**config.mk**
```make
export PLATFORM = sky130hd
export DESIGN_NAME = uncompressed_gif_image_stream_encoder
export DESIGN_NICKNAME = d
export VERILOG_FILES = /design/src/rtl/core/gifenc_pkg.sv /design/src/rtl/core/uncompressed_gif_image_stream_encoder.sv /design/src/rtl/core/gifenc_ctrl.sv /design/src/rtl/core/gifenc_emit.sv
export VERILOG_INCLUDE_DIRS = /design/src /design/src/rtl/core
export SDC_FILE = /design/constraint.sdc
export NUM_CORES = 1
export LEC_CHECK = 0
export BUFFER_PORTS_ARGS = -buffer_cell sky130_fd_sc_hd__clkbuf_2
export CAP_MARGIN = 20
export CORE_AREA = 2 2 174 176
export CTS_BUF_LIST = sky130_fd_sc_hd__clkbuf_16
export CTS_CLUSTER_SIZE = 8
export DETAILED_ROUTE_END_ITERATION = 8
export DIE_AREA = 0 0 176 178
export GPL_ROUTABILITY_DRIVEN = 0
export GPL_TIMING_DRIVEN = 0
export PLACE_DENSITY = 0.72
export SLEW_MARGIN = 20
export SYNTH_ARGS = -nofsm -noshare
export SYNTH_HDL_FRONTEND = slang
export SYNTH_SLANG_ARGS = --single-unit
```
**constraint.sdc**
```tcl
create_clock -name clk -period 6.9 [get_ports clk]
set_input_delay 0.69 -clock clk [delete_from_list [all_inputs] [get_ports clk]]
set_output_delay 0.69 -clock clk [all_outputs]
set_load 0.05 [all_outputs]
```
**src/rtl/core/uncompressed_gif_image_stream_encoder_assert.svh**
```systemverilog
// Assertion macros used by the encoder RTL.
`ifndef UNCOMPRESSED_GIF_IMAGE_STREAM_ENCODER_ASSERT_SVH
`define UNCOMPRESSED_GIF_IMAGE_STREAM_ENCODER_ASSERT_SVH

// Same-cycle implication, masked while reset is asserted.
`define GIFENC_ASSERT_NOW(label, clk, rst_n, ante, cons, msg) \
  label: assert property (@(posedge clk) disable iff (!rst_n) (ante) |-> (cons)) \
    else $error(msg);

// Next-cycle implication, checked in and out of reset.
`define GIFENC_ASSERT_NEXT(label, clk, ante, cons, msg) \
  label: assert property (@(posedge clk) (ante) |=> (cons)) else $error(msg);

`endif

```
**src/rtl/core/gifenc_pkg.sv**
```systemverilog
package gifenc_pkg;

  // Configuration register indexes.
  localparam logic [1:0] CFG_IMAGE_WIDTH  = 2'd0;
  localparam logic [1:0] CFG_IMAGE_HEIGHT = 2'd1;
  localparam logic [1:0] CFG_GAIN         = 2'd2;
  localparam logic [1:0] CFG_INVERT_MODE  = 2'd3;

  localparam logic [15:0] GAIN_RESET = 16'd31744;

  localparam logic [7:0] BYTE_SEPARATOR = 8'h2C;
  localparam logic [7:0] BYTE_MIN_CODE  = 8'h07;
  localparam logic [7:0] BYTE_CLEAR     = 8'h80;
  localparam logic [7:0] BYTE_ONE       = 8'h01;
  localparam logic [7:0] BYTE_STOP      = 8'h81;
  localparam logic [7:0] BYTE_ZERO      = 8'h00;
  localparam logic [6:0] CODE_MAX       = 7'd127;

  // Byte positions of the output sequence caused by one pixel.
  typedef enum logic [4:0] {
    SLOT_SEP      = 5'd0,
    SLOT_LEFT_LO  = 5'd1,
    SLOT_LEFT_HI  = 5'd2,
    SLOT_TOP_LO   = 5'd3,
    SLOT_TOP_HI   = 5'd4,
    SLOT_W_LO     = 5'd5,
    SLOT_W_HI     = 5'd6,
    SLOT_H_LO     = 5'd7,
    SLOT_H_HI     = 5'd8,
    SLOT_FLAGS    = 5'd9,
    SLOT_MIN_CODE = 5'd10,
    SLOT_LEN      = 5'd11,
    SLOT_CLEAR    = 5'd12,
    SLOT_PIX      = 5'd13,
    SLOT_BLK      = 5'd14,
    SLOT_STOP     = 5'd15,
    SLOT_END      = 5'd16
  } slot_t;

  // One accepted pixel with the framing it needs.
  typedef struct packed {
    logic        desc;
    logic        hdr;
    logic [6:0]  len_byte;
    logic        trailer;
    logic [15:0] sample;
  } item_t;

endpackage

```
**src/rtl/core/uncompressed_gif_image_stream_encoder.sv**
```systemverilog
// Each accepted sample waits in a hold register; its bytes then leave one at a time
// through the byte output register, which loads only when it is free. Throughput: one
// sample per cycle inside a chunk while out_tready allows; a chunk start adds 2 bytes,
// an image start 11 more and the image end 3 more, all paced by the byte output register.
// Reset (synchronous, active low) clears counters, the descriptor flag and both valid
// stages, and loads width 1, height 1, gain 124.0 and normal polarity.
`include "uncompressed_gif_image_stream_encoder_assert.svh"
module uncompressed_gif_image_stream_encoder
  import gifenc_pkg::*;
#(
  parameter int CHUNK_PIXELS = 120
) (
  input  logic        clk,
  input  logic        rst_n,
  input  logic        in_tvalid,
  output logic        in_tready,
  input  logic [15:0] in_tdata,   // [15:0] sample
  output logic        out_tvalid,
  input  logic        out_tready,
  output logic [7:0]  out_tdata,  // [7:0] data_byte
  output logic        out_tuser,  // [0] image_done
  input  logic        cfg_we,
  input  logic [1:0]  cfg_addr,
  input  logic [15:0] cfg_wdata
);

  logic [15:0] image_width_r, image_height_r, gain_r;
  logic        invert_mode_r;
  item_t       item;
  logic        in_accept;

  always_ff @(posedge clk) begin
    if (!rst_n) begin
      image_width_r  <= 16'd1;
      image_height_r <= 16'd1;
      gain_r         <= GAIN_RESET;
      invert_mode_r  <= 1'b0;
    end else if (cfg_we) begin
      unique case (cfg_addr)
        CFG_IMAGE_WIDTH:  image_width_r  <= cfg_wdata;
        CFG_IMAGE_HEIGHT: image_height_r <= cfg_wdata;
        CFG_GAIN:         gain_r         <= cfg_wdata;
        CFG_INVERT_MODE:  invert_mode_r  <= cfg_wdata[0];
        default:          ;
      endcase
    end
  end

  assign in_accept = in_tvalid && in_tready;

  gifenc_ctrl #(
    .CHUNK_PIXELS(CHUNK_PIXELS)
  ) u_ctrl (
    .clk          (clk),
    .rst_n        (rst_n),
    .accept       (in_accept),
    .sample       (in_tdata),
    .image_width  (image_width_r),
    .image_height (image_height_r),
    .item         (item)
  );

  gifenc_emit u_emit (
    .clk          (clk),
    .rst_n        (rst_n),
    .in_valid     (in_tvalid),
    .in_ready     (in_tready),
    .in_item      (item),
    .image_width  (image_width_r),
    .image_height (image_height_r),
    .gain         (gain_r),
    .invert_mode  (invert_mode_r),
    .out_valid    (out_tvalid),
    .out_ready    (out_tready),
    .out_byte     (out_tdata),
    .out_done     (out_tuser)
  );

  `GIFENC_ASSERT_NOW(a_done_on_zero, clk, rst_n,
    out_tvalid && out_tuser, out_tdata == BYTE_ZERO, "image_done on a nonzero byte")
  `GIFENC_ASSERT_NOW(a_chunk_len, clk, rst_n, in_accept && item.hdr,
    (item.len_byte >= 7'd2) && (item.len_byte <= 7'(CHUNK_PIXELS + 1)),
    "chunk length byte out of range")
  `GIFENC_ASSERT_NEXT(a_reset_idle, clk, !rst_n, !out_tvalid, "output valid after reset")

endmodule

```
**src/rtl/core/gifenc_ctrl.sv**
```systemverilog
module gifenc_ctrl
  import gifenc_pkg::*;
#(
  parameter int CHUNK_PIXELS = 120
) (
  input  logic        clk,
  input  logic        rst_n,
  input  logic        accept,
  input  logic [15:0] sample,
  input  logic [15:0] image_width,
  input  logic [15:0] image_height,
  output item_t       item
);

  logic [15:0] column_r, column_nxt;
  logic [15:0] row_r, row_nxt;
  logic [6:0]  chunk_r, chunk_nxt;
  logic        desc_sent_r, desc_sent_nxt;

  logic [15:0] w, h, rem, col_inc, row_inc;
  logic [6:0]  len, chunk_inc;
  logic        row_end, frame_end;

  always_comb begin
    w         = (image_width == 16'd0) ? 16'd1 : image_width;
    h         = (image_height == 16'd0) ? 16'd1 : image_height;
    rem       = (column_r < w) ? (w - column_r) : 16'd1;
    len       = (rem < 16'(CHUNK_PIXELS)) ? rem[6:0] : 7'(CHUNK_PIXELS);
    col_inc   = column_r + 16'd1;
    row_inc   = row_r + 16'd1;
    chunk_inc = chunk_r + 7'd1;
    row_end   = (col_inc >= w) || (col_inc == 16'd0);
    frame_end = row_end && ((row_inc >= h) || (row_inc == 16'd0));

    item.desc     = !desc_sent_r;
    item.hdr      = (chunk_r == 7'd0);
    item.len_byte = len + 7'd1;
    item.trailer  = frame_end;
    item.sample   = sample;

    chunk_nxt     = (chunk_inc >= 7'(CHUNK_PIXELS)) ? 7'd0 : chunk_inc;
    column_nxt    = col_inc;
    row_nxt       = row_r;
    desc_sent_nxt = !frame_end;
    if (row_end) begin
      column_nxt = 16'd0;
      chunk_nxt  = 7'd0;
      row_nxt    = frame_end ? 16'd0 : row_inc;
    end
  end

  always_ff @(posedge clk) begin
    if (!rst_n) begin
      column_r    <= '0;
      row_r       <= '0;
      chunk_r     <= '0;
      desc_sent_r <= 1'b0;
    end else if (accept) begin
      column_r    <= column_nxt;
      row_r       <= row_nxt;
      chunk_r     <= chunk_nxt;
      desc_sent_r <= desc_sent_nxt;
    end
  end

endmodule

```
**src/rtl/core/gifenc_emit.sv**
```systemverilog
module gifenc_emit
  import gifenc_pkg::*;
(
  input  logic        clk,
  input  logic        rst_n,
  input  logic        in_valid,
  output logic        in_ready,
  input  item_t       in_item,
  input  logic [15:0] image_width,
  input  logic [15:0] image_height,
  input  logic [15:0] gain,
  input  logic        invert_mode,
  output logic        out_valid,
  input  logic        out_ready,
  output logic [7:0]  out_byte,
  output logic        out_done
);

  logic        hold_valid_r;
  item_t       item_r;
  slot_t       slot_r;
  logic        out_valid_r;
  logic [7:0]  out_byte_r;
  logic        out_done_r;

  logic        out_load, last_slot, hold_done, accept;
  logic [4:0]  slot_inc;
  slot_t       slot_next, slot_start;
  logic [31:0] prod;
  logic [32:0] rounded;
  logic [8:0]  code_full;
  logic [6:0]  code_sat, code;
  logic [7:0]  byte_val;

  always_comb begin
    out_load  = !out_valid_r || out_ready;
    last_slot = (slot_r == (item_r.trailer ? SLOT_END : SLOT_PIX));
    hold_done = hold_valid_r && out_load && last_slot;
    in_ready  = !hold_valid_r || hold_done;
    accept    = in_valid && in_ready;

    slot_start = in_item.desc ? SLOT_SEP : (in_item.hdr ? SLOT_LEN : SLOT_PIX);
    slot_inc   = slot_r + 5'd1;
    if (slot_r == SLOT_MIN_CODE) begin
      slot_next = item_r.hdr ? SLOT_LEN : SLOT_PIX;
    end else begin
      slot_next = slot_t'(slot_inc);
    end

    // Q0.16 sample times Q8.8 gain, rounded to the nearest code.
    prod      = item_r.sample * gain;
    rounded   = {1'b0, prod} + 33'h0_0080_0000;
    code_full = rounded[32:24];
    code_sat  = (code_full > 9'(CODE_MAX)) ? CODE_MAX : code_full[6:0];
    code      = invert_mode ? (CODE_MAX - code_sat) : code_sat;

    unique case (slot_r)
      SLOT_SEP:      byte_val = BYTE_SEPARATOR;
      SLOT_W_LO:     byte_val = image_width[7:0];
      SLOT_W_HI:     byte_val = image_width[15:8];
      SLOT_H_LO:     byte_val = image_height[7:0];
      SLOT_H_HI:     byte_val = image_height[15:8];
      SLOT_MIN_CODE: byte_val = BYTE_MIN_CODE;
      SLOT_LEN:      byte_val = {1'b0, item_r.len_byte};
      SLOT_CLEAR:    byte_val = BYTE_CLEAR;
      SLOT_PIX:      byte_val = {1'b0, code};
      SLOT_BLK:      byte_val = BYTE_ONE;
      SLOT_STOP:     byte_val = BYTE_STOP;
      default:       byte_val = BYTE_ZERO;
    endcase
  end

  always_ff @(posedge clk) begin
    if (!rst_n) begin
      hold_valid_r <= 1'b0;
      slot_r       <= SLOT_SEP;
    end else if (accept) begin
      hold_valid_r <= 1'b1;
      slot_r       <= slot_start;
    end else if (hold_done) begin
      hold_valid_r <= 1'b0;
    end else if (hold_valid_r && out_load) begin
      slot_r <= slot_next;
    end
  end

  always_ff @(posedge clk) begin
    if (accept) begin
      item_r <= in_item;
    end
  end

  always_ff @(posedge clk) begin
    if (!rst_n) begin
      out_valid_r <= 1'b0;
    end else if (out_load) begin
      out_valid_r <= hold_valid_r;
    end
  end

  always_ff @(posedge clk) begin
    if (out_load) begin
      out_byte_r <= byte_val;
      out_done_r <= (slot_r == SLOT_END);
    end
  end

  assign out_valid = out_valid_r;
  assign out_byte  = out_byte_r;
  assign out_done  = out_done_r;

endmodule

```
==> impl_metrics.yaml, run 1 <==
logic_synthesis:
  synth_cells: 1912
  synth.ff_latch_count: 130
  synth.most_common_cell: "inv_1"
  syn-num-nets: 2322
  yosys-top-cells-area: "fa_1 24%, ha_1 14%, dfxtp_1 12%, inv_1 7.1%, nand2_1 6.9%"
  yosysTopAreaCellShare_pct: 24.0
  async_flop_share_pct: 0
  avgSynthCellArea_sq_um: 8.52
  ys_seq_area_share_pct: 18.1
  yosys.area.top_type: "fa_1"
  syn_area_sq_mm: 0.0163
  synth_edf_count: 34
  yosys_warnings: 0
  synth_flop_cell: "dfxtp_1"
  synthDistinctLibCells: 88
  ys_top_cells_by_count: "307 x inv_1, 299 x nand2_1, 195 x fa_1"
critical_path:
  cp.arrival_ns: 7.18
  critPathKind: "flip-flop to flip-flop"
  cp-start-kind: "flip-flop"
  critPathSlowestCell: "fa_1"
  crit_top_cell: "fa_1"
  cp.required_ns: 7.07
  end_kind: "flip-flop"
  critPathMaxStageDelay_ns: 0.56
  crit_fanout: 7
  worstPathCellList: "buf_6, clkbuf_8, buf_4, and2_1, fa_1, fa_1, fa_1, fa_1, fa_1, ha_1, ha_1, a211oi_2, o21bai_1, o31ai_1, o211ai_1, buf_4, o21a_4, or3_4, a311oi_4, nor3_2, or3b_4"
route:
  initialDrtViolationCount: 1198
  drt-pass1-iter-count: 6
  viasPerCell: 5.69
  dr_wl_met3_mm: 3.26
  drtAntennaViolNets: 0
  wl_met1_mm: 18.6
  top_layer: "met4"
  met2WireLength_mm: 21.0
  wl_per_cell_um: 18.4
  wl_mm: 44.7
  drc: 0
  vias: 13784
die:
  num_rows: 63
  initial_utilization_pct: 55.4
  coreArea_sq_mm: 0.0294
  fp.dieArea_sq_mm: 0.0313
  die_w_um: 176
  ioPinCount: 50
  die_h_um: 178
clocking:
  htreeDepth: 4
  clockBufferDepth: 2
  numCtsBuffers: 17
  cts.sinks: 130
  tritoncts: "done"
  clock-root-buffer: "clkbuf_16"
  clkLatencyLatePin_ns: 0.44
  ctsHoldBuffers: 0
  clk_pin_slew_worst_paths_ns: 0.07
grt:
  grt_max_degree: 33
  overflow: 0
  first_global_vias: 14022
  grt_pass1_wl_mm: 71.9
  grt_use_total_pct: 29.6
  antenna_found_initial: 0
finish:
  drive_gt1_share_pct: 12.4
  fillers: 2464
  stdcell_count: 2424
  post-route-util_pct: 62.8
  antenna_cells: 0
  layout.nets: 2431
  area_growth_pct: 13.3
sta:
  setup_viol: 6
  max_clock_freq_mhz: 143
  finalSetupTns_ns: -0.429
  hold_violations: 0
  fin_crit_sh_pct: 102
  timing.hold.ws_ns: 0.427
  finClkSkew_ns: 0.0106
  finalMaxSlewViolations: 0
  fin_crit_ns: 7.00
  rsz0062_at_grt: "yes"
  setup_ws_ns: -0.105
  tightest_slew_ns: 0.775
  slew_headroom_pct: 47.8
power:
  comb_power_share_pct: 60.9
  power_mw: 4.52
  power_density_mw_per_mm2: 245
  p_sw_share_pct: 45.8
  internal_power_mw: 2.45
  ir_drop_v: 0.000208
  p_clk_share_pct: 19.8
  seqPwrFrac_pct: 19.3
  p_switching_mw: 2.07
  leakage_nw: 8.62
place:
  place_inst: 2350
  io_buffers: 48
  hpwl_mm: 34.5
flow_run:
  drv_cap: 0
outcome:
  violations: "negative setup slack"
  status: "complete, but fails checks"
worst_hold_path:
  worst_hold_path_type: "primary input to flip-flop"
power by group through the flow:
stage	registers [mW]	clock network (mW)	logic (mW)
after floorplan	0.884	0	1.71
after global placement	0.890	0	2.25
after detailed placement	0.889	0	2.33
after CTS	0.868	0.902	2.57
after global routing	0.873	0.933	3.04
final	0.870	0.895	2.75
state kept, by name (all words and copies together) (netlist names):
signal	flops
invert_mode_r	1
u_ctrl.column_r	16
u_ctrl.row_r	16
u_emit.out_byte	8
u_ctrl.desc_sent_r	1
image_height_r	16
u_emit.out_valid	1
u_emit.slot_r	5
gain_r	16
u_emit.hold_valid_r	1
image_width_r	16
u_emit.out_done	1
u_emit.item_r	25
u_ctrl.chunk_r	7
path summary, 6_finish.rpt:
path	end	slack, ns	from	cells after the start
max reg2reg	u_emit.out_byte[4]$_DFFE_PN_	-0.10	u_emit.item_r[6]$_DFFE_PP_	21
min	u_emit.item_r[10]$_DFFE_PP_	0.43	in_tdata[10]	1
min reg2reg	u_ctrl.column_r[14]$_SDFFE_PN0P_	0.47	u_ctrl.column_r[14]$_SDFFE_PN0P_	2
max	u_emit.out_byte[4]$_DFFE_PN_	-0.10	u_emit.item_r[6]$_DFFE_PP_	21
cell families (layout without fill, tap and decap cells):
kind of cell | count (synthesis) | in the layout | synth area share (%)
multiplexers | 10 | 10 | 0.622
AO/OA/AOI/OAI | 281 | 281 | 11.5
AND/OR/NAND/NOR | 673 | 673 | 20.3
XOR/XNOR | 46 | 46 | 2.47
flip-flops | 130 | 130 | 18.1
adder cells (fa/ha/maj) | 371 | 371 | 37.5
buffers and inverters | 401 | 523 | 9.50
layer usage:
layer,vias to the layer above,GRT usage [%]
met5,-,0
met4,0,11.5
met3,126,6.24
met2,490,50.0
met1,6746,37.4
li1,6422,-
through the flow:
stage / area [sq um] / setup WS, ns
final: 18500 / -0.105
after global placement: 17000 / -0.659
after global routing: 18500 / -0.256
after detailed placement: 17000 / -0.763
after CTS: 18200 / 0.00247
after floorplan: 16300 / 0.269
worst max-delay path: cells and delay by family (launching register included):
kind            cells  cell delay [ns]
flops               1             0.45
fa+ha+maj           7             3.28
compound gates      6             1.32
buf+inv             4             0.61
simple gates        4             1.07
cells in the final DEF (no fill, tap or decap), drive strengths merged, types with 6 or more instances in the layout:
| cell type | instances |
|---|---|
| inv | 311 |
| nand2 | 299 |
| fa | 195 |
| ha | 176 |
| clkbuf | 139 |
| and2 | 129 |
| a21oi | 101 |
| dfxtp | 96 |
| nor2 | 68 |
| buf | 63 |
| nand3 | 53 |
| o21ai | 51 |
| edfxtp | 34 |
| xnor2 | 29 |
| a21o | 28 |
| nor3 | 22 |
| nand4 | 20 |
| xor2 | 17 |
| nor4 | 15 |
| and3 | 13 |
| nor2b | 10 |
| a22oi | 10 |
| o211ai | 10 |
| mux2i | 9 |
| nand2b | 8 |
| clkinv | 8 |
| nand3b | 7 |
| o2bb2ai | 7 |
| o21a | 7 |
| o22ai | 6 |
| o2111ai | 6 |
| a211oi | 6 |
| a31oi | 6 |
| a221oi | 6 |
| or3 | 6 |
what timing repair did:
action	4_1_cts	5_1_grt
setup endpoints to repair	7	7
pin swaps	35	44
endpoints found under the hold margin	0	0
buffers inserted	35	11
gates resized for setup	122	31
layout make-up:
cell class / count / area [sq um] / area share, %
inverter: 308 / 1160 / 6.27
buffer: 89 / 592 / 3.21
clock inverter: 13 / 100 / 0.543
timing repair buffer: 94 / 616 / 3.34
sequential: 130 / 2960 / 16.1
clock buffer: 19 / 475 / 2.58
multi-input combinational: 1381 / 12100 / 65.4
tap: 390 / 488 / 2.64
No activity file was read; power rests on OpenSTA's default activity.
==> run 2: changes to the inputs <==
--- a/config.mk
+++ b/config.mk
@@ -6,16 +6,17 @@
 export SDC_FILE = /design/constraint.sdc
 export NUM_CORES = 1
 export LEC_CHECK = 0
+export ABC_AREA = 1
 export BUFFER_PORTS_ARGS = -buffer_cell sky130_fd_sc_hd__clkbuf_2
 export CAP_MARGIN = 20
-export CORE_AREA = 2 2 174 176
+export CORE_AREA = 2 2 179 181
 export CTS_BUF_LIST = sky130_fd_sc_hd__clkbuf_16
 export CTS_CLUSTER_SIZE = 8
 export DETAILED_ROUTE_END_ITERATION = 8
-export DIE_AREA = 0 0 176 178
+export DIE_AREA = 0 0 181 183
 export GPL_ROUTABILITY_DRIVEN = 0
 export GPL_TIMING_DRIVEN = 0
-export PLACE_DENSITY = 0.72
+export PLACE_DENSITY = 0.69
 export SLEW_MARGIN = 20
 export SYNTH_ARGS = -nofsm -noshare
 export SYNTH_HDL_FRONTEND = slang
==> constraint.sdc (replaced) <==
create_clock -name clk -period 8.4 [get_ports clk]
set_input_delay 0.84 -clock clk [delete_from_list [all_inputs] [get_ports clk]]
set_output_delay 0.84 -clock clk [all_outputs]
set_load 0.05 [all_outputs]
==> run 2 against run 1 <==
The run now ends clean; combinational power grew 18%; setup slack gained 1.1 ns; first-iteration DRC count shrank 7.8%; critical path type unchanged; largest power group unchanged.
==> impl_metrics.yaml, run 2 <==
power:
  comb_power_share_pct: 68.3
  ir_drop_v: 0.000267
  leakage_nw: 10.4
  power_density_mw_per_mm2: 255
  p_sw_share_pct: 51.0
  internal_power_mw: 2.33
  seqPwrFrac_pct: 15.4
  power_mw: 4.76
  p_clk_share_pct: 16.3
  p_switching_mw: 2.43
clocking:
  numCtsBuffers: 17
  post_cts_buffers: 0
  cts.sinks: 130
  clockBufferDepth: 2
  clkLatencyLatePin_ns: 0.44
  htreeDepth: 4
  ctsHoldBuffers: 0
  clk_pin_slew_worst_paths_ns: 0.07
  cts_resized: 0
  clock-root-buffer: "clkbuf_16"
  tritoncts: "done"
critical_path:
  setup.worst_path.start: "u_emit.item_r[5]$_DFFE_PP_"
  r2r_start: "u_emit.item_r[5]$_DFFE_PP_"
  cpLargestDelayFamily: "adder cells"
  timing.rr.end: "u_emit.out_byte[6]$_DFFE_PN_"
  cp-start-kind: "flip-flop"
  crit_top_cell: "nand2_1"
  critPathMaxStageDelay_ns: 0.58
  end_kind: "flip-flop"
  reg2reg_depth: 29
  worst-path-buf-inv: 9
  critPathSlowestCell: "clkbuf_1"
  cp.required_ns: 8.57
  rrSetupSlack_ns: 1.01
  path_depth: 29
  cp.arrival_ns: 7.57
  critPathKind: "flip-flop to flip-flop"
  crit_fanout: 10
route:
  viasPerCell: 5.37
  wl_per_cell_um: 16.3
  initialDrtViolationCount: 1104
  wl_mm: 47.4
  drc: 0
  vias: 15550
  drtAntennaViolNets: 0
  drt-pass1-iter-count: 6
grt:
  antenna_found_initial: 0
  grt_max_degree: 27
  grt_pass1_wl_mm: 78.6
  overflow: 0
  first_global_vias: 15581
  grt_use_total_pct: 30.1
finish:
  fillers: 2974
  layout_commonest_cell: "nand2_1"
  regArea_sq_mm: 0.00294
  drive_gt1_share_pct: 5.45
  antenna_cells: 0
  area_growth_pct: 7.77
  multi_input_area_sq_mm: 0.0118
  layout.nets: 2893
  final_cell_mix: "602 x nand2_1, 577 x inv_1, 195 x fa_1, 176 x ha_1, 165 x nor2_1"
  largest_register_ffs: 25
  largest-register: "u_emit.item_r"
sta:
  finalSetupTns_ns: 0
  finClkSkew_ns: 0.0138
  fin_crit_sh_pct: 88.0
  slew_headroom_pct: 48.1
  fin_crit_ns: 7.39
  hold_violations: 0
  tightest_slew_ns: 0.779
  finalMaxSlewViolations: 0
  max_clock_freq_mhz: 135
  setup_viol: 0
  setup_ws_ns: 1.01
  rsz0062_at_grt: "no"
die:
  num_rows: 65
  initial_utilization_pct: 55.5
  die_w_um: 181
  coreArea_sq_mm: 0.0312
  fp.dieArea_sq_mm: 0.0331
  die_h_um: 183
  ioPinCount: 50
logic_synthesis:
  ys_top_cells_by_count: "602 x nand2_1, 577 x inv_1, 195 x fa_1"
  synth.most_common_cell: "nand2_1"
  yosys-top-cells-area: "fa_1 23%, nand2_1 13%, ha_1 13%, inv_1 13%, dfxtp_1 11%"
  yosys.area.top_type: "fa_1"
  synth_flop_cell: "dfxtp_1"
  yosys_warnings: 0
  synth_cells: 2415
  syn_area_sq_mm: 0.0173
  syn-num-nets: 2825
  async_flop_share_pct: 0
  synth.ff_latch_count: 130
  avgSynthCellArea_sq_um: 7.17
  yosysTopAreaCellShare_pct: 22.5
  synthDistinctLibCells: 47
  synth_edf_count: 34
  ys_seq_area_share_pct: 17.0
worst_hold_path:
  holdPathStages: 2
  holdCritStartpoint: "u_ctrl.desc_sent_r$_SDFFE_PN0P_"
  worst_hold_path_type: "flip-flop to flip-flop"
  hold_path_end: "u_ctrl.desc_sent_r$_SDFFE_PN0P_"
place:
  pre_cts_ws_ns: 1.12
  io_buffers: 48
  hpwl_mm: 38.7
outcome:
  status: "finished clean"
flow_run:
  drv_cap: 0
## run 2: worst max-delay path by stage
stage / end / slack [ns]
finish: u_emit.out_byte[6]$_DFFE_PN_ / 1.01
global route: u_emit.out_byte[6]$_DFFE_PN_ / 0.65
CTS: u_emit.out_byte[6]$_DFFE_PN_ / 1.08
detailed placement: u_emit.out_byte[6]$_DFFE_PN_ / 1.12
global placement: u_emit.out_byte[5]$_DFFE_PN_ / 1.18
floorplan: u_emit.out_byte[1]$_DFFE_PN_ / 2.46
## run 2: routing by layer
layer	GRT usage (%)	routed length, um
met5	0	0
met4	10.6	1660
met3	4.41	2900
met2	50.7	22200
met1	39.9	20600
## run 2: through the flow
step	hold WS [ns]	instance area, sq um	cells	util [%]
after global routing	0.511	18700	2898	59.8
final	0.491	18700	2898	59.8
after CTS	0.490	18700	2898	59.8
after global placement	0.458	18100	2865	57.8
after detailed placement	0.467	18100	2866	57.9
after floorplan	0.440	17300	2415	-
## run 2: layout make-up
cell class                      instances  area share (%)
Clock buffer                           17            2.28
Inverter                              583            11.7
Sequential cell                       130            15.8
Tap cell                              402            2.69
Multi-Input combinational cell       1600            63.0
Timing Repair Buffer                   49            1.39
Clock inverter                         15           0.844
Buffer                                102            2.31
## run 2: kinds of logic after synthesis
group                    Yosys count  synth area share [%]
AO/OA/AOI/OAI                    247                  8.24
XOR/XNOR                          25                  1.26
buffers and inverters            685                  15.1
adder cells (fa/ha/maj)          371                  35.2
AND/OR/NAND/NOR                  957                  23.1
flip-flops                       130                  17.0
## run 2: tightest hold or removal path, cell delays in order (launching register included)
cell and delay, ns:
dfxtp_1 0.30, inv_1 0.07, o21ai_1 0.07
## run 2: power groups by stage
stage          logic, mW  registers [mW]  clock network (mW)
6_report            3.25           0.735               0.775
5_1_grt             3.72           0.740               0.804
4_1_cts             3.23           0.734               0.782
3_5_place_dp        3.19           0.747                   0
3_3_place_gp        3.14           0.747                   0
2_1_floorplan       2.40           0.762                   0
==> run 3: changes to the inputs <==
--- a/config.mk
+++ b/config.mk
@@ -6,17 +6,19 @@
 export SDC_FILE = /design/constraint.sdc
 export NUM_CORES = 1
 export LEC_CHECK = 0
-export ABC_AREA = 1
+export ABC_AREA = 0
 export BUFFER_PORTS_ARGS = -buffer_cell sky130_fd_sc_hd__clkbuf_2
 export CAP_MARGIN = 20
-export CORE_AREA = 2 2 179 181
+export CELL_PAD_IN_SITES_DETAIL_PLACEMENT = 1
+export CELL_PAD_IN_SITES_GLOBAL_PLACEMENT = 1
+export CORE_AREA = 2 2 177 179
 export CTS_BUF_LIST = sky130_fd_sc_hd__clkbuf_16
 export CTS_CLUSTER_SIZE = 8
 export DETAILED_ROUTE_END_ITERATION = 8
-export DIE_AREA = 0 0 181 183
+export DIE_AREA = 0 0 179 181
 export GPL_ROUTABILITY_DRIVEN = 0
 export GPL_TIMING_DRIVEN = 0
-export PLACE_DENSITY = 0.69
+export PLACE_DENSITY = 0.85
 export SLEW_MARGIN = 20
 export SYNTH_ARGS = -nofsm -noshare
 export SYNTH_HDL_FRONTEND = slang
==> run 3 against run 2 <==
Register-to-register slack got worse by 0.69 ns; setup slack lost 0.69 ns; critical path depth decreased by 8; critical path type unchanged; sequential power fell by 2%; sequential cell count did not move; global-route usage grew 3.9 points; clock-buffer cell count did not move; clock skew grew 0.0025 ns; final area shrank 5.6%.
==> impl_metrics.yaml, run 3 (synthesis gave the netlist of run 1 again) <==
outcome:
  status: "finished clean"
clocking:
  htreeDepth: 4
  post_cts_buffers: 0
  clock-root-buffer: "clkbuf_16"
  clk_pin_slew_worst_paths_ns: 0.07
  tritoncts: "done"
  clkLatencyLatePin_ns: 0.45
  numCtsBuffers: 17
  clockBufferDepth: 2
  cts.sinks: 130
place:
  hpwl_mm: 41.7
  io_buffers: 48
grt:
  overflow: 0
  antenna_found_initial: 1
  grt_pass1_wl_mm: 84.4
  grt_max_degree: 33
  first_global_vias: 15872
  grt_use_total_pct: 34.1
power:
  p_clk_share_pct: 22.0
  power_mw: 3.61
  seqPwrFrac_pct: 20.0
  leakage_nw: 8.23
  p_sw_share_pct: 46.8
  ir_drop_v: 0.000155
  internal_power_mw: 1.92
  p_switching_mw: 1.69
  power_density_mw_per_mm2: 205
  comb_power_share_pct: 58.0
sta:
  hold_violations: 0
  finClkSkew_ns: 0.0163
  fin_crit_ns: 8.09
  rsz0062_at_grt: "no"
  setup_viol: 0
  finalMaxSlewViolations: 0
  slew_headroom_pct: 38.2
  finalSetupTns_ns: 0
  fin_crit_sh_pct: 96.3
  tightest_slew_ns: 0.918
  max_clock_freq_mhz: 124
route:
  drt-pass1-iter-count: 7
  initialDrtViolationCount: 829
  drc: 0
  drtAntennaViolNets: 0
  wl_per_cell_um: 22.1
  wl_mm: 52.9
  viasPerCell: 5.90
  vias: 14085
critical_path:
  cp.required_ns: 8.58
  r2r_start: "u_emit.item_r[12]$_DFFE_PP_"
  timing.rr.end: "u_emit.out_byte[0]$_DFFE_PN_"
  rrSetupSlack_ns: 0.31
  reg2reg_depth: 21
  critPathKind: "flip-flop to flip-flop"
  end_kind: "flip-flop"
  cp-start-kind: "flip-flop"
  cp.arrival_ns: 8.26
  crit_fanout: 10
die:
  coreArea_sq_mm: 0.0303
  die_w_um: 179
  initial_utilization_pct: 53.7
  fp.dieArea_sq_mm: 0.0324
  ioPinCount: 50
  num_rows: 64
  die_h_um: 181
finish:
  fillers: 3673
  final_cell_mix: "307 x inv_1, 299 x nand2_1, 195 x fa_1, 176 x ha_1, 128 x and2_1"
  drive_gt1_share_pct: 6.38
  post-route-util_pct: 58.1
  regArea_sq_mm: 0.00294
  largest_register_ffs: 25
  layout.nets: 2389
  layout_commonest_cell: "inv_1"
  area_growth_pct: 8.26
  multi_input_area_sq_mm: 0.0118
  largest-register: "u_emit.item_r"
worst_hold_path:
  holdPathStages: 2
  hold_path_end: "u_ctrl.column_r[14]$_SDFFE_PN0P_"
  holdCritStartpoint: "u_ctrl.column_r[14]$_SDFFE_PN0P_"
  worst_hold_path_type: "flip-flop to flip-flop"
flow_run:
  drv_cap: 0
[run 3: cell count changes in the layout (fill, tap and decap cells not counted), sizes merged, moves of 12 or more]
cell and delta:
nor2 -109, a21oi +12, a21o +21, inv -275
and2 +126, xnor2 +25, and3 +13, nand2 -311
nand3 -35, o21ai -40, o22ai -17
[run 3: power groups by stage]
| stage | Sequential [mW] | Clock [mW] | Combinational (mW) |
|---|---|---|---|
| CTS | 0.720 | 0.797 | 2.07 |
| global placement | 0.731 | 0 | 1.86 |
| detailed placement | 0.732 | 0 | 2.03 |
| floorplan | 0.726 | 0 | 1.41 |
| finish | 0.722 | 0.793 | 2.09 |
| global route | 0.723 | 0.822 | 2.31 |
[run 3: critical path: stages (launching register included)]
cell and delay (ns):
edfxtp_1 0.66, clkbuf_1 0.59, nand2_1 0.16, fa_1 0.48
fa_1 0.52, inv_1 0.05, fa_1 0.48, fa_1 0.54
fa_1 0.57, inv_1 0.06, fa_1 0.54, inv_1 0.05
ha_1 0.27, nand4_1 0.35, nor2_1 0.44, nand3_1 0.29
o211ai_1 0.43, o21a_1 0.26, nor3_1 0.10, a311oi_4 0.41
nor2_1 0.19, a211o_1 0.36
[run 3: through the flow]
step / hold slack [ns] / area, sq um / cells / worst slack [ns]
after global routing: 0.508 / 17600 / 2388 / 0.00733
after global placement: 0.458 / 17000 / 2356 / 0.471
after CTS: 0.478 / 17600 / 2388 / 0.203
after detailed placement: 0.470 / 17000 / 2356 / 0.261
after floorplan: 0.444 / 16300 / 1912 / 1.77
final: 0.474 / 17600 / 2389 / 0.312
[run 3: how the worst max path moves through the flow]
| stage | start | endpoint | slack (ns) | depth (start not counted) |
|---|---|---|---|---|
| floorplan | gain_r[9]$_SDFFE_PN0P_ | u_emit.out_byte[6]$_DFFE_PN_ | 1.77 | 22 |
| global placement | u_emit.item_r[10]$_DFFE_PP_ | u_emit.out_byte[4]$_DFFE_PN_ | 0.47 | 21 |
| detailed placement | u_emit.item_r[9]$_DFFE_PP_ | u_emit.out_byte[4]$_DFFE_PN_ | 0.26 | 21 |
| CTS | u_emit.item_r[7]$_DFFE_PP_ | u_emit.out_byte[4]$_DFFE_PN_ | 0.20 | 21 |
| global route | u_emit.item_r[9]$_DFFE_PP_ | u_emit.out_byte[4]$_DFFE_PN_ | 0.007 | 21 |
| finish | u_emit.item_r[12]$_DFFE_PP_ | u_emit.out_byte[0]$_DFFE_PN_ | 0.31 | 21 |
[run 3: what timing repair did]
item,4_1_cts,5_1_grt
endpoints found under the setup margin,0,7
resized for setup,0,9
hold buffers,0,0
[run 3: per-layer routing]
metal  vias to the layer above  part of all wire [%]  GRT usage, %
met5                         -                     0             0
met4                         0                   6.0          19.2
met3                       191                   5.4          7.30
met2                       448                    51          60.4
met1                      7087                    38          37.3
li1                       6359                     -             -
[run 3: layout make-up]
class                   instances  share of cell area, %
inverters                     308                   6.57
plain buffers                  93                   2.24
well taps                     396                   2.81
diodes                          1                 0.0142
multi-input cells            1381                   66.9
clock inverters                15                  0.965
repair buffers                 48                   1.36
clock buffers                  17                   2.41
flip-flops and latches        130                   16.7
